`src/tgat_pkg.sv`:
```
// Shared types, widths and constants of the tilt and gyro angle tracker.
// Used by tgat_ctrl, tgat_dp and tilt_and_gyro_angle_tracker; depends on nothing.
`default_nettype none

package tgat_pkg;

  // Arctangent table length and the iteration counter that walks it.
  localparam int TABLE_LEN        = 24;
  localparam int CNT_W            = $clog2(TABLE_LEN);
  localparam int CORDIC_STEPS_DEF = 16;

  // Field widths.
  localparam int RAW_W   = 16;
  localparam int STAMP_W = 32;
  localparam int ELAP_W  = 16;
  localparam int TILT_W  = 24;
  localparam int ANGLE_W = 48;
  localparam int GAIN_W  = 16;
  localparam int BIAS_W  = 28;
  localparam int CFG_W   = 28;
  localparam int IDX_W   = 2;

  // Internal datapath widths.
  localparam int XY_W   = 36;  // CORDIC vector components, signed
  localparam int Z_W    = 25;  // CORDIC angle accumulator, signed
  localparam int ATAN_W = 23;  // table entries and clamped angle, unsigned
  localparam int PROD_W = 33;  // raw * gain and the biased rate, signed
  localparam int SCL_W  = 50;  // rate * elapsed, signed
  localparam int DVD_W  = 48;  // magnitude of rate * elapsed
  localparam int REM_W  = 10;  // remainder of the division by a thousand

  // Division by a thousand in sixteen-bit quotient digits.
  // Each partial dividend is below 2^26, so the reciprocal ceil(2^36 / 1000)
  // gives the exact digit.
  localparam int             DIG_W     = 16;
  localparam int             DIV_STEPS = 2 * (DVD_W / DIG_W);
  localparam int             X_W       = REM_W + DIG_W;
  localparam int             RCP_W     = 27;
  localparam int             RCP_P_W   = X_W + RCP_W;
  localparam int             RCP_SH    = 36;
  localparam logic [REM_W:0] MS_PER_S  = 11'd1000;
  localparam logic [RCP_W-1:0] MS_RECIP = 27'd68719477;

  localparam logic [ATAN_W-1:0]  NINETY_Q16 = 23'd5898240;
  localparam logic [ELAP_W-1:0]  ELAP_CAP   = 16'hFFFF;
  localparam logic [ANGLE_W-1:0] ANGLE_MAX  = {1'b0, {(ANGLE_W-1){1'b1}}};
  localparam logic [ANGLE_W-1:0] ANGLE_MIN  = {1'b1, {(ANGLE_W-1){1'b0}}};

  // Register map and reset values.
  localparam logic [IDX_W-1:0]  REG_GAIN   = 2'd0;
  localparam logic [IDX_W-1:0]  REG_BIAS_X = 2'd1;
  localparam logic [IDX_W-1:0]  REG_BIAS_Y = 2'd2;
  localparam logic [IDX_W-1:0]  REG_BIAS_Z = 2'd3;
  localparam logic [GAIN_W-1:0] GAIN_RST   = 16'd4001;
  localparam logic [BIAS_W-1:0] BIAS_X_RST = -28'sd78381;
  localparam logic [BIAS_W-1:0] BIAS_Y_RST = -28'sd7583;
  localparam logic [BIAS_W-1:0] BIAS_Z_RST = 28'sd59802;

  // Sequencer states.
  typedef enum logic [2:0] {
    S_IDLE,
    S_CORDIC,
    S_GAIN,
    S_RATE,
    S_SCALE,
    S_DIV,
    S_ACC
  } state_t;

  // Commands from the sequencer to the datapath.
  typedef struct packed {
    logic load;         // capture an input beat
    logic cordic_step;  // one vectoring iteration on both tilt lanes
    logic gain;         // raw rate times gain
    logic rate;         // subtract the bias
    logic scale;        // times elapsed milliseconds
    logic div_step;     // half a quotient digit of the division by a thousand
    logic commit;       // update the angles and load the result beat
  } dp_cmd_t;

  // atan(2^-i) in Q16 degrees, rounded to nearest.
  function automatic logic [ATAN_W-1:0] atan_q16(input logic [CNT_W-1:0] i);
    case (i)
      5'd0:    return 23'd2949120;
      5'd1:    return 23'd1740967;
      5'd2:    return 23'd919879;
      5'd3:    return 23'd466945;
      5'd4:    return 23'd234379;
      5'd5:    return 23'd117304;
      5'd6:    return 23'd58666;
      5'd7:    return 23'd29335;
      5'd8:    return 23'd14668;
      5'd9:    return 23'd7334;
      5'd10:   return 23'd3667;
      5'd11:   return 23'd1833;
      5'd12:   return 23'd917;
      5'd13:   return 23'd458;
      5'd14:   return 23'd229;
      5'd15:   return 23'd115;
      5'd16:   return 23'd57;
      5'd17:   return 23'd29;
      5'd18:   return 23'd14;
      5'd19:   return 23'd7;
      5'd20:   return 23'd4;
      5'd21:   return 23'd2;
      5'd22:   return 23'd1;
      default: return '0;
    endcase
  endfunction

endpackage

`default_nettype wire

```
`src/tgat_ctrl.sv`:
```
// Sequencer of the tilt and gyro angle tracker: steps the datapath through
// the tilt iterations, the gyro scaling and the division. Uses tgat_pkg.
`default_nettype none

module tgat_ctrl
  import tgat_pkg::*;
#(
  parameter int CORDIC_STEPS = CORDIC_STEPS_DEF
) (
  input  wire logic             clk,
  input  wire logic             rst_n,
  input  wire logic             in_valid,
  output      logic             in_ready,
  output      logic             out_valid,
  input  wire logic             out_ready,
  output      dp_cmd_t          cmd,
  output      logic [CNT_W-1:0] cnt
);

  localparam int STEPS_USED = (CORDIC_STEPS > TABLE_LEN) ? TABLE_LEN : CORDIC_STEPS;
  localparam logic [CNT_W-1:0] CORDIC_LAST = CNT_W'(STEPS_USED - 1);
  localparam logic [CNT_W-1:0] DIV_LAST    = CNT_W'(DIV_STEPS - 1);

  state_t           state_r, state_nxt;
  logic [CNT_W-1:0] cnt_r, cnt_nxt;
  logic             out_valid_r, out_valid_nxt;
  logic             slot_free;

  // The result register may be reloaded when it is empty or being emptied.
  assign slot_free = !out_valid_r || out_ready;

  // Next state and iteration count.
  always_comb begin
    state_nxt = state_r;
    cnt_nxt   = cnt_r;
    case (state_r)
      S_IDLE: begin
        if (in_valid) begin
          state_nxt = S_CORDIC;
          cnt_nxt   = '0;
        end
      end
      S_CORDIC: begin
        if (cnt_r == CORDIC_LAST) begin
          state_nxt = S_GAIN;
          cnt_nxt   = '0;
        end else begin
          cnt_nxt = cnt_r + 1'b1;
        end
      end
      S_GAIN:  state_nxt = S_RATE;
      S_RATE:  state_nxt = S_SCALE;
      S_SCALE: begin
        state_nxt = S_DIV;
        cnt_nxt   = '0;
      end
      S_DIV: begin
        if (cnt_r == DIV_LAST) begin
          state_nxt = S_ACC;
        end else begin
          cnt_nxt = cnt_r + 1'b1;
        end
      end
      S_ACC: begin
        if (slot_free) begin
          state_nxt = S_IDLE;
        end
      end
      default: state_nxt = S_IDLE;
    endcase
  end

  // Datapath commands and handshake outputs.
  always_comb begin
    cmd      = '0;
    in_ready = 1'b0;
    case (state_r)
      S_IDLE: begin
        in_ready = 1'b1;
        cmd.load = in_valid;
      end
      S_CORDIC: cmd.cordic_step = 1'b1;
      S_GAIN:   cmd.gain        = 1'b1;
      S_RATE:   cmd.rate        = 1'b1;
      S_SCALE:  cmd.scale       = 1'b1;
      S_DIV:    cmd.div_step    = 1'b1;
      S_ACC:    cmd.commit      = slot_free;
      default:  cmd             = '0;
    endcase
  end

  // Result beat is held until taken.
  always_comb begin
    out_valid_nxt = out_valid_r;
    if (cmd.commit) begin
      out_valid_nxt = 1'b1;
    end else if (out_ready) begin
      out_valid_nxt = 1'b0;
    end
  end

  always_ff @(posedge clk) begin
    if (!rst_n) begin
      state_r     <= S_IDLE;
      cnt_r       <= '0;
      out_valid_r <= 1'b0;
    end else begin
      state_r     <= state_nxt;
      cnt_r       <= cnt_nxt;
      out_valid_r <= out_valid_nxt;
    end
  end

  assign out_valid = out_valid_r;
  assign cnt       = cnt_r;

endmodule

`default_nettype wire

```
`config.mk`:
```
export PLATFORM = sky130hd
export DESIGN_NAME = tgat_ctrl
export DESIGN_NICKNAME = d
export VERILOG_FILES = /design/src/tgat_pkg.sv /design/src/tgat_ctrl.sv
export SDC_FILE = /design/constraint.sdc
export NUM_CORES = 1
export LEC_CHECK = 0
export BUFFER_PORTS_ARGS = -buffer_cell sky130_fd_sc_hd__buf_2
export CAP_MARGIN = 20
export CORE_AREA = 2 2 39 41
export CTS_CLUSTER_DIAMETER = 30
export DETAILED_ROUTE_END_ITERATION = 8
export DIE_AREA = 0 0 41 43
export PLACE_DENSITY = 0.67
export SYNTH_ARGS = -nofsm -noshare
export SYNTH_HDL_FRONTEND = slang
export SYNTH_SLANG_ARGS = --single-unit
```
`constraint.sdc`:
```
create_clock -name clk -period 3.9 [get_ports clk]
set_input_delay 0.78 -clock clk [delete_from_list [all_inputs] [get_ports clk]]
set_output_delay 0.78 -clock clk [all_outputs]
set_load 0.05 [all_outputs]
```
==> impl_metrics.tcl, run 1 <==
set metrics [dict create \
    dpl_worst_slack_ps 1700 \
    startpoint_type "primary input" \
    slowest_stage "buf_2" \
    finalHoldViolations 0 \
    reg2reg_from "cnt[0]" \
    cp-end-kind "primary output" \
    synthTopCellsByArea "dfxtp_1 (33%), ha_1 (9.1%), nand2b_1 (6.8%), a21oi_1 (6.3%), nor2_1 (5.4%)" \
    vias 524 \
    path_max_fanout 3 \
    syn_inst 70 \
    wl_per_cell_um 10.6 \
    slew_headroom_pct 51.6 \
    firstDrtPassIters 4 \
    totalWireLength_mm 1.09 \
    drive_above_1_share_pct 26.4 \
    clock_skew_ps 5.01 \
    crit_start "out_ready" \
    p_per_area_mw_per_mm2 404 \
    dp_hpwl_um 817 \
    fin_nets 96 \
    irDropWorstVdd_mv 0.231 \
    worst_slack_ps 1710 \
    cts_resized 0 \
    crit_path_frequent_cell "buf_2" \
    fp-row-count 14 \
    stdcell_area_um2 662 \
    path_depth 5 \
    cp.arrival_ps 1410 \
    numCtsBuffers 3 \
    pin_count 18 \
    grt_setup_unrepaired "false" \
    rr_worst_depth 7 \
    r2r_slack_ps 1940 \
    grt_antenna_before_repair 0 \
    ant_nets 0 \
    synth_top_area_cell "dfxtp_1" \
    gp_congestion 0.726 \
    synth.most_common_cell "dfxtp_1" \
    grt_pass1_wl_mm 1.75 \
    grt.total_usage_pct 14.4 \
    cts.path.max_buffers 2 \
    numPortBuffers 17 \
    cts_hold_buf 0 \
    die_w_um 41 \
    cts_root_buf "clkbuf_4" \
    netlist_area_um2 552 \
    status "finished, final reports clean" \
    setup_viol 0 \
    ys_ff_latch 9 \
    crit_chain "buf_2 -> nand2b_1 -> nand2_1 -> nor2_1 -> buf_2" \
    cts_sinks 9 \
    initial_utilization_pct 39.9 \
    setup_tns_ps 0 \
    fin_cells 103 \
    drtIter0Drc 6 \
    seq_area_frac_synth_pct 32.7 \
    clk_pin_slew_ps 60 \
    clk_latency_ps 250 \
    yosys_warnings 0 \
    grt_max_degree 13 \
    multi_input_area_um2 332 \
    synth-edff-count 0 \
    diodes 0 \
    slowest_delay_ps 260 \
    fmax_ghz 0.456 \
    synthToLayoutAreaGrowth_pct 20.0 \
    drc 0 \
    syn_nets 78 \
    die_h_um 43 \
    path_class "primary input to primary output" \
    slew_viol_final 0 \
    via_per_inst 5.09 \
    grt_pass1_vias 413 \
    grt_overflow 0 \
    dp_cells 99 \
    syn_avg_cell_area_um2 7.88 \
    worst_pin_slew_ps 722 \
    nFillCells 157 \
    coreArea_mm2 0.00138 \
    synthArstFlopShare_pct 0 \
    placed_cell_area_um2 636 \
    ys.flop_type "dfxtp_1" \
    worst-path-buf-inv 2 \
    cts_tree "built" \
    cp.required_ps 3120 \
    hold_class "flip-flop to flip-flop" \
    regArea_um2 180 \
    rr_endpoint "cnt[3]" \
    post-route-min-period_ps 2190 \
    final_util_pct 47.8 \
    htreeDepth 1 \
    synth.top_cell.area_share_pct 32.7 \
    crit_end "cmd[0]" \
    leakagePower_uw 0.000302 \
    dieArea_mm2 0.00176 \
    postCtsSetupBuffers 0 \
    yosys-top-cells-count "dfxtp_1 (9), nor2_1 (8), a21oi_1 (7), nand2b_1 (6)" \
    crit_family "buffers and inverters" \
    ys_types 26 \
    drv_cap 0 \
    period_share_pct 56.2 \
]
flip-flops by register name, indices dropped and copies added, names as in the netlist:
signal     count
state_r        3
cnt            5
out_valid      1
worst min-delay path by stage:
stage,startpoint,endpoint,slack (ps),depth (start not counted)
finish,out_valid,out_valid,510,2
global route,out_valid,out_valid,550,2
CTS,cnt[3],cnt[3],520,2
detailed placement,cnt[3],cnt[3],510,2
global placement,out_valid,out_valid,510,2
floorplan,state_r[2],out_valid,610,3
layout make-up:
type                    count  share of cell area [%]
flip-flops and latches      9                    27.2
clock buffers               4                    3.97
multi-input cells          52                    50.1
inverters                   5                    2.84
well taps                  16                    3.02
repair buffers             17                    12.9
per-layer routing:
layer | routed length (um) | vias to the layer above | global-route usage, % | share of wire [%]
met3 | 61 | 2 | 1.57 | 5.6
li1 | - | 284 | - | -
met2 | 479 | 13 | 18.8 | 44
met5 | 0 | - | 0 | 0
met4 | 11 | 0 | 10.0 | 1.0
met1 | 539 | 225 | 21.2 | 49
power breakdown:
part	leakage, uW	internal, uW	total [uW]	switching, uW
Clock	0.0000150	39.3	69.2	30.0
Combinational	0.000214	26.7	89.2	62.5
Sequential	0.0000732	97.6	109	11.1
logic make-up after synthesis:
group,count (synthesis),share of synthesized area [%]
AO/OA/AOI/OAI,17,20.0
adder cells (fa/ha/maj),4,9.07
buffers and inverters,9,7.25
flip-flops,9,32.7
multiplexers,1,2.04
AND/OR/NAND/NOR,30,29.0
worst register-to-register path, cell delays in order, from the launching register on:
cell	delay [ps]
dfxtp_1	350
ha_1	240
nand3_1	110
inv_1	50
ha_1	190
a221o_1	410
or4_1	480
o21ai_0	70
metrics by stage:
step / total power, uW / hold WS (ps)
CTS: 272 / 522
floorplan: 183 / 607
global placement: 200 / 507
finish: 267 / 511
global route: 287 / 554
detailed placement: 200 / 512
cells in the final DEF, fill, tap and decap left out:
cell type	n
a21boi_0	1
a21oi_1	7
a221o_1	1
a22oi_1	1
a311oi_1	2
and2_1	2
and3_1	1
buf_2	17
clkbuf_1	1
clkbuf_4	3
clkinv_1	1
dfxtp_1	9
ha_1	4
inv_1	4
mux2_2	1
nand2_1	3
nand2b_1	6
nand3_1	3
nor2_1	8
nor2b_1	2
nor3_1	3
nor3b_2	1
o21ai_0	3
o22a_2	1
o31ai_1	1
or4_1	1
No activity file was read; power rests on OpenSTA's default activity.
==> run 2, diff against run 1 <==
--- a/config.mk
+++ b/config.mk
@@ -7,11 +7,10 @@
 export LEC_CHECK = 0
 export BUFFER_PORTS_ARGS = -buffer_cell sky130_fd_sc_hd__buf_2
 export CAP_MARGIN = 20
-export CORE_AREA = 2 2 39 41
+export CORE_UTILIZATION = 42
 export CTS_CLUSTER_DIAMETER = 30
 export DETAILED_ROUTE_END_ITERATION = 8
-export DIE_AREA = 0 0 41 43
-export PLACE_DENSITY = 0.67
+export PLACE_DENSITY = 0.71
 export SYNTH_ARGS = -nofsm -noshare
 export SYNTH_HDL_FRONTEND = slang
 export SYNTH_SLANG_ARGS = --single-unit
==> constraint.sdc (replaced) <==
create_clock -name clk -period 1.95 [get_ports clk]
set_input_delay 0.39 -clock clk [delete_from_list [all_inputs] [get_ports clk]]
set_output_delay 0.39 -clock clk [all_outputs]
set_load 0.05 [all_outputs]
==> run 2 against run 1 <==
  * Global-route usage increased by 4.3 points
  * Via count increased by 8.6%
  * Sequential cell count unchanged
  * Sequential share of layout area fell by 0.94 points
  * Setup slack lost 1600 ps
  * Critical endpoint is now cnt[3]
  * Largest power group unchanged
==> impl_metrics.tcl, run 2 (synthesis gave the netlist of run 1 again) <==
set metrics [dict create \
    status "finished, final reports clean" \
    dpl_worst_slack_ps 84.1 \
    final_util_pct 61.4 \
    coreArea_mm2 0.00116 \
    die_w_um 38.2 \
    firstDrtPassIters 5 \
    leakagePower_uw 0.000325 \
    grt_antenna_before_repair 0 \
    cp-end-kind "flip-flop" \
    cts.path.max_buffers 2 \
    grt_pass1_vias 461 \
    path_max_fanout 5 \
    p_per_area_mw_per_mm2 798 \
    numPortBuffers 17 \
    fin_cells 104 \
    gp_congestion 0.820 \
    fp-row-count 12 \
    hold_class "primary input to flip-flop" \
    worst_pin_slew_ps 410 \
    cp.required_ps 2140 \
    drtIter0Drc 10 \
    final_common_cell "buf_2" \
    diodes 0 \
    clk_pin_slew_ps 70 \
    ant_nets 0 \
    post-route-min-period_ps 1860 \
    worst_slack_ps 88.4 \
    drive_above_1_share_pct 35.6 \
    drv_cap 0 \
    dieArea_mm2 0.00146 \
    path_class "flip-flop to flip-flop" \
    grt_pass1_wl_mm 1.90 \
    vias 569 \
    rr_endpoint "cnt[3]" \
    crit_end "cnt[3]" \
    nFillCells 119 \
    dp_cells 100 \
    reg2reg_from "cnt[0]" \
    grt_overflow 0 \
    cts_root_buf "clkbuf_4" \
    numCtsBuffers 3 \
    wl_per_cell_um 11.8 \
    largest_register_ff_count 5 \
    die_h_um 38.2 \
    initial_utilization_pct 47.7 \
    htreeDepth 1 \
    synthToLayoutAreaGrowth_pct 28.6 \
    grt_max_degree 12 \
    totalWireLength_mm 1.23 \
    cts_sinks 9 \
    setup_tns_ps 0 \
    fmax_ghz 0.537 \
    postCtsSetupBuffers 0 \
    cp.arrival_ps 2060 \
    irDropWorstVdd_mv 0.531 \
    r2r_slack_ps 90 \
    period_share_pct 95.5 \
    cts_tree "built" \
    fin_nets 99 \
    crit_start "cnt[0]" \
    dp_hpwl_um 887 \
    drc 0 \
    pin_count 18 \
    clk_latency_ps 260 \
    startpoint_type "flip-flop" \
    via_per_inst 5.47 \
    slew_viol_final 0 \
    grt_setup_unrepaired "false" \
    grt.total_usage_pct 18.8 \
    rr_worst_depth 7 \
    final_cell_mix "buf_2 (17), nor2_1 (8), a21oi_1 (7)" \
    setup_viol 0 \
    clock_skew_ps 10.4 \
    finalHoldViolations 0 \
    slew_headroom_pct 72.7 \
]
## run 2: changes by cell type in the layout (fill, tap and decap cells not counted), sizes merged
cell | before | now
buf | 17 | 20
## run 2: metrics by stage
stage | total power [uW] | area, um2 | hold slack, ps
after floorplan | 377 | 574 | 539
after global placement | 424 | 678 | 493
after detailed placement | 425 | 678 | 503
after CTS | 572 | 704 | 384
after global routing | 599 | 709 | 411
final | 566 | 709 | 387
## run 2: critical path, cell delays in order, from the launching register on
cell,delay [ps]
dfxtp_4,360
ha_1,230
nand3_2,90
inv_1,40
ha_1,180
a221o_1,360
or4_1,470
o21ai_0,80
## run 2: layout make-up
class | instances | area (um2) | share of cell area (%)
Tap cell | 14 | 17.5 | 2.47
Timing Repair Buffer | 20 | 108 | 15.2
Inverter | 5 | 18.8 | 2.65
Multi-Input combinational cell | 52 | 353 | 49.7
Sequential cell | 9 | 186 | 26.3
Clock buffer | 4 | 26.3 | 3.70
## run 2: worst min-delay path by stage
stage / from / end / slack (ps) / cells past startpoint
after floorplan: rst_n / cnt[3] / 540 / 2
after global placement: cnt[4] / cnt[4] / 490 / 2
after detailed placement: cnt[4] / cnt[4] / 500 / 2
after CTS: rst_n / cnt[3] / 380 / 3
after global routing: rst_n / cnt[3] / 410 / 3
final: rst_n / cnt[3] / 390 / 3
## run 2: metal layers
layer | track usage (%) | vias to the layer above | share of wire [%]
li1 | - | 282 | -
met1 | 24.6 | 275 | 44
met2 | 29.7 | 12 | 52
met3 | 5.23 | 0 | 3.8
met4 | 5.36 | 0 | 0
met5 | 0 | - | 0
## run 2: timing repair
action,in CTS,in global routing
endpoints found under the setup margin,0,1
hold buffers,0,0
gates resized for setup,0,1
## run 2: report_power, final
group | total (uW) | internal (uW) | switching (uW)
Sequential | 221 | 196 | 25.1
Clock | 144 | 78.7 | 65.7
Combinational | 200 | 68.3 | 132
